===== src/hdl/idl_pkg.sv =====
`timescale 1ns / 1ps
// ----------------------------------------------------------------------------
// idl_pkg
// Shared types and codes of the indexed deque list: command and response
// words, command kinds and status codes.
// ----------------------------------------------------------------------------
package idl_pkg;

    localparam logic [2:0] KIND_PUSH_FRONT = 3'd0;
    localparam logic [2:0] KIND_PUSH_BACK  = 3'd1;
    localparam logic [2:0] KIND_POP_FRONT  = 3'd2;
    localparam logic [2:0] KIND_POP_BACK   = 3'd3;
    localparam logic [2:0] KIND_INSERT     = 3'd4;
    localparam logic [2:0] KIND_ERASE      = 3'd5;
    localparam logic [2:0] KIND_READ       = 3'd6;
    localparam logic [2:0] KIND_CLEAR      = 3'd7;

    localparam logic [1:0] ST_OK    = 2'd0;
    localparam logic [1:0] ST_FULL  = 2'd1;
    localparam logic [1:0] ST_EMPTY = 2'd2;
    localparam logic [1:0] ST_RANGE = 2'd3;

    typedef struct packed {
        logic [2:0]         kind;
        logic [6:0]         position;
        logic signed [31:0] item;
    } cmd_t;

    typedef struct packed {
        logic signed [31:0] read_value;
        logic signed [31:0] front_value;
        logic signed [31:0] back_value;
        logic [6:0]         count;
        logic [1:0]         status;
    } rsp_t;

    // Shift command broadcast to every cell of the row.
    typedef struct packed {
        logic ins;
        logic del;
    } cell_ctrl_t;

endpackage


===== src/hdl/idl_cell.sv =====
`timescale 1ns / 1ps
// ----------------------------------------------------------------------------
// idl_cell
// One storage cell of the list row. It loads the new word, takes its lower
// or upper neighbor's word, or holds, and offers its word to the read taps.
// ----------------------------------------------------------------------------
module idl_cell #(
    parameter int IDX = 0,
    parameter int PW  = 7
) (
    input  logic                clk,
    input  idl_pkg::cell_ctrl_t ctrl,
    input  logic [PW-1:0]       pos,
    input  logic [PW-1:0]       fill,
    input  logic signed [31:0]  item,
    input  logic signed [31:0]  lower,
    input  logic signed [31:0]  upper,
    input  logic [PW-1:0]       rpos,
    input  logic [PW-1:0]       fidx,
    output logic signed [31:0]  value,
    output logic signed [31:0]  rd_part,
    output logic signed [31:0]  fr_part
);
    import idl_pkg::*;

    localparam logic [PW-1:0] MY_IDX  = PW'(IDX);
    localparam logic [PW-1:0] NXT_IDX = PW'(IDX + 1);

    logic signed [31:0] value_reg;
    logic signed [31:0] value_next;

    always_comb
    begin
        value_next = value_reg;
        if (ctrl.ins)
        begin
            if (MY_IDX == pos)
            begin
                value_next = item;
            end
            else if (MY_IDX > pos && MY_IDX <= fill)
            begin
                value_next = lower;
            end
        end
        else if (ctrl.del)
        begin
            if (MY_IDX >= pos && NXT_IDX < fill)
            begin
                value_next = upper;
            end
        end
    end

    always_ff @(posedge clk)
    begin
        value_reg <= value_next;
    end

    assign value   = value_reg;
    assign rd_part = (MY_IDX == rpos) ? value_reg : 32'sd0;
    assign fr_part = (MY_IDX == fidx) ? value_reg : 32'sd0;

endmodule


===== config.mk =====
export PLATFORM = sky130hd
export DESIGN_NAME = idl_cell
export DESIGN_NICKNAME = d
export VERILOG_FILES = /design/src/hdl/idl_pkg.sv /design/src/hdl/idl_cell.sv
export SDC_FILE = /design/constraint.sdc
export NUM_CORES = 1
export LEC_CHECK = 0
export BUFFER_PORTS_ARGS = -buffer_cell sky130_fd_sc_hd__clkbuf_2
export CAP_MARGIN = 20
export CORE_AREA = 3 3 86 88
export DETAILED_ROUTE_END_ITERATION = 8
export DIE_AREA = 0 0 89 91
export PLACE_DENSITY = 0.74
export SYNTH_ARGS = -nofsm -noshare
export SYNTH_HDL_FRONTEND = slang
export SYNTH_SLANG_ARGS = --single-unit
export TNS_END_PERCENT = 50

===== constraint.sdc =====
create_clock -name clk -period 8.4 [get_ports clk]
set_input_delay 0.84 -clock clk [delete_from_list [all_inputs] [get_ports clk]]
set_output_delay 0.84 -clock clk [all_outputs]
set_load 0.1 [all_outputs]

### Word level (Yosys, flattened, before mapping)

Cells that the tools add are included.

| cells by class | value |
|---|---|
| equal/unequal tests | 1 |
| magnitude comparators | 4 |
| mux-type cells | 7 |
| reductions and logical operators | 8 |

Operator list:

| cell | number |
|---|---|
| $mux W32 | 7 |
| $logic_not A7 Y1 | 3 |
| $ge A1 B7 Y1 const A | 1 |
| $gt A1 B7 Y1 const A | 1 |
| $le A1 B7 Y1 const A | 1 |
| $lt A1 B7 Y1 const A | 1 |
| $reduce_bool A2 Y1 | 2 |
| $ne A3 B1 Y1 const B | 1 |
| $reduce_and A3 Y1 | 1 |
| $logic_and A1 B1 Y1 | 2 |

| word-level totals | value |
|---|---|
| word-level logic and storage cells | 21 |
| bits of input ports | 127 |
| register bits after elaboration | 32 |

### Longest topological paths before layout

| depth | value |
|---|---|
| depth in word-level cells | 5 |
| gate-level depth with buffers | 5 |
| depth with buffers taken out | 3 |

### Worst setup path after synthesis

No wires, ideal clock.

| timing path | value |
|---|---|
| path type | input to register |
| from | input port pos[4] |
| to | register value_reg[0], in the netlist value[0] (enable) |
| setup time | 0.470 ns |
| buffers on the path | 1 |
| arrival | 4.005 ns |
| setup slack | 3.925 ns |
| stages on the path | 3 |
| cell sequence | or4_4 clkbuf_1 a211oi_1 |

| between the ends | value |
|---|---|
| cells in the longest elaborated chain, start to end | 4 |

Ends and longest elaborated chain:

| element | RTL line | source |
|---|---|---|
| start, declared | idl_cell.sv:13 | `input logic [PW-1:0] pos,` |
| $gt A1 B7 Y1 or $ge A1 B7 Y1 (tied branches) | idl_cell.sv:41, idl_cell.sv:48 |  |
| $logic_and A1 B1 Y1 (on tied branches) | idl_cell.sv:41, idl_cell.sv:48 |  |
| $ne A3 B1 Y1 (no source line) or $reduce_bool A2 Y1 (tied branches) | n/a |  |
| $reduce_and A3 Y1 (no source line) (*) | n/a |  |
| end signal, assigned | idl_cell.sv:57 | `value_reg <= value_next;` |
| end, declared | idl_cell.sv:29 | `logic signed [31:0] value_reg;` |

Every way passes the cells marked *; elsewhere a longest branch is shown, timed or not.
A chain may end at the register's enable or synchronous reset.

### Worst setup path after layout

| timing path | value |
|---|---|
| from | input port rpos[2] |
| to | output port rd_part[8] |

| between the ends | value |
|---|---|
| cells in the longest elaborated chain, start to end | 2 |

Ends and longest elaborated chain:

| element | RTL line | source |
|---|---|---|
| start, declared | idl_cell.sv:18 | `input logic [PW-1:0] rpos,` |
| $logic_not A7 Y1 | idl_cell.sv:61 | `assign rd_part = (MY_IDX == rpos) ? value_reg : 32'sd0;` |
| $mux W32 | idl_cell.sv:61 |  |
| end, declared | idl_cell.sv:21 | `output logic signed [31:0] rd_part,` |

Every way passes these cells.

==> flow_summary_export.csv <==
group,metric,value,unit
power_and_ir_drop,p_leak,1.76,nW
clock_network,clockRootBuffer,"clkbuf_8",
routing,drt-total-wl,8800,um
worst_hold_path,hold_class,"in2reg",
synth,ys_dominant_reg_cell,"edfxtp_1",
floorplanning,die_y,91,um
setup_path,crit_type,"in2out",
synth,synth_most_common_cell,"and2_2",
clock_network,clock-sinks,32,
power_and_ir_drop,clockPowerShare,0.301,
power_and_ir_drop,pwr_density_cell,102,mW/mm2
clock_network,clock_path_buffers,2,
setup_path,critPathCapture,"rd_part[8]",
synth,ys_types,21,
setup_path,critPathArrivalTime,2810,ps
grt,grt_pass1_vias,2548,
clock_network,postCtsHoldBufs,0,
routing,avgRoutedWirePerCell,16.0,um
status,status,"finished clean",
layout,post-route-util,0.536,
sta,rsz0062_at_grt,"false",
synth,ys_seq_area_frac,0.410,
clock_network,cts_resized,0,
synth,synth_common_cells,"51 x and2_2, 33 x nor2_1, 32 x a31oi_1, 32 x edfxtp_1, 29 x o21ai_0",
floorplanning,row_count,30,
floorplanning,die_area,0.00810,mm2
setup_path,cp_num_cells,6,
floorplanning,core-area,0.00672,mm2
layout,multiInputGateArea,0.00130,mm2
place,portBuffers,221,
layout,register_area,961,um2
synth,synth.area.top_cells,"edfxtp_1 41%, and2_2 16%, a31oi_1 8.5%",
routing,first_pass_iters,4,
floorplanning,die_x,89,um
power_and_ir_drop,power.switching,0.101,mW
setup_path,crit_chain,"clkbuf_2 -> or4_4 -> nor4_4 -> buf_6 -> and2_2 -> clkbuf_2",
place,gp_congestion,0.904,
power_and_ir_drop,cell_internal_pwr,0.268,mW
setup_path,critPathMostFrequentCell,"clkbuf_2",
floorplanning,start_util,0.349,
layout,num-fill-cells,640,
setup_path,cp_max_fo,19,
clock_network,cts_buffers,5,
sta,tns,0,ps
clock_network,cts_tree,"done",
power_and_ir_drop,swShare,0.273,
power_and_ir_drop,p_total,0.368,mW
routing,vias,2801,
sta,max_freq,274,MHz
setup_path,crit_buf_inv,3,
grt,grt_pass1_wl,12600,um
layout,largest_reg_flops,32,
synth,async_flop_share,0,
clock_network,clk_pin_slew,70,ps
power_and_ir_drop,power_frac_comb,0.215,
sta,relSlewSlack,0.281,
setup_path,cp_top_family,"simple AND/OR/NAND/NOR gates",
grt,gr-usage-all-layers,0.200,
setup_path,start_kind,"input pin",
layout,num_antenna_cells,0,
synth,synth_seq_cells,32,
sta,final.min_clock_period,3650,ps
routing,drtIter0Drc,109,
layout,area_growth,53.5,%
synth,synth_top_area_cell,"edfxtp_1",
grt,grt_max_degree,45,
layout,nNetsFinal,597,
synth,syn_avg_cell_area,8.92,um2
clock_network,post-cts-setup-buffers,0,
layout,drive_above_1_share,0.620,
routing,drc_errors,0,
setup_path,critPathCaptureType,"output port",
synth,yosys.area.top_type_share,0.410,
synth,yosys_warnings,0,
setup_path,critPathSlowestCell,"or4_4",
routing,antenna_left,0,
grt,grt_overflow,0,
power_and_ir_drop,seq_power_share,0.485,
grt,antenna_found_initial,0,
synth,synth_cells,263,
synth,synth_edf_count,32,
sta,worst_pin_slew,1080,ps
clock_network,h-tree-depth,2,
synth,syn_area,0.00235,mm2
setup_path,critPathRequiredTime,7560,ps
routing,via_per_inst,5.08,
sta,hold_viol_final,0,
sta,fin_crit_sh,0.435,
place,post-dp-hpwl,6860,um
power_and_ir_drop,vdd_ir_drop_max,50.1,uV
setup_path,cp-startpoint,"rpos[2]",
sta,finalSetupViolations,0,
job,max_cap_violations,0,
setup_path,critPathMaxStageDelay,530,ps
floorplanning,io_pins,223,
synth,syn-num-nets,390,
sta,slew_viol_final,0,
metal layers:
metal | up-vias | GRT usage | share of wire
met2 | 138 | 0.366 | 0.53
met4 | 0 | 0.0521 | 0.012
li1 | 1365 | - | -
met1 | 1290 | 0.234 | 0.39
met5 | - | 0 | 0
met3 | 8 | 0.0390 | 0.066
placed cells by master (no fill, tap or decap), drive strengths merged:
| master | count |
|---|---|
| nor3 | 1 |
| a31oi | 32 |
| buf | 5 |
| or4 | 4 |
| clkbuf | 226 |
| edfxtp | 32 |
| clkinv | 3 |
| and2 | 64 |
| nor2 | 33 |
| nand4b | 11 |
| a21oi | 21 |
| o21ai | 32 |
| inv | 1 |
| a211oi | 1 |
| nor4 | 3 |
| or3 | 1 |
| o31ai | 1 |
power by group through the flow:
| stage | logic [mW] | registers, mW | clock network [mW] |
|---|---|---|---|
| 2_1_floorplan | 0.0335 | 0.188 | 0 |
| 3_5_place_dp | 0.0785 | 0.182 | 0 |
| 6_report | 0.0790 | 0.179 | 0.111 |
| 3_3_place_gp | 0.0762 | 0.182 | 0 |
| 5_1_grt | 0.0861 | 0.179 | 0.122 |
| 4_1_cts | 0.0787 | 0.178 | 0.116 |
worst min-delay path by stage:
stage | startpoint | end | slack [ps] | cells past startpoint
finish | upper[24] | value[24]$_DFFE_PP_ | 880 | 3
global route | upper[17] | value[17]$_DFFE_PP_ | 890 | 3
CTS | upper[24] | value[24]$_DFFE_PP_ | 870 | 3
detailed placement | upper[24] | value[24]$_DFFE_PP_ | 1170 | 3
global placement | upper[17] | value[17]$_DFFE_PP_ | 1160 | 3
floorplan | upper[19] | value[19]$_DFFE_PP_ | 1060 | 2
cell families after synthesis:
| logic type | Yosys count | share of synthesized area |
|---|---|---|
| AOI/OAI and AO/OA | 87 | 0.205 |
| buffers and inverters | 27 | 0.0480 |
| DFF | 32 | 0.410 |
| and+or+nand+nor | 117 | 0.338 |
area by class of cell:
class,count,area share
clock buffers,5,0.0191
flip-flops and latches,32,0.267
repair buffers,226,0.321
multi-input cells,204,0.361
well taps,80,0.0278
clock inverters,3,0.00382
inverters,1,0.00104
through the flow:
stage          instance area (um2)  hold slack (ps)  std cells  worst slack (ps)
2_1_floorplan                 2350             1060        263              3920
3_3_place_gp                  3490             1160        541              4470
3_5_place_dp                  3490             1170        541              4360
4_1_cts                       3570              868        549              4360
5_1_grt                       3600              887        551              4640
6_report                      3600              879        551              4750
Note: power is estimated with default switching activity, not from simulation.
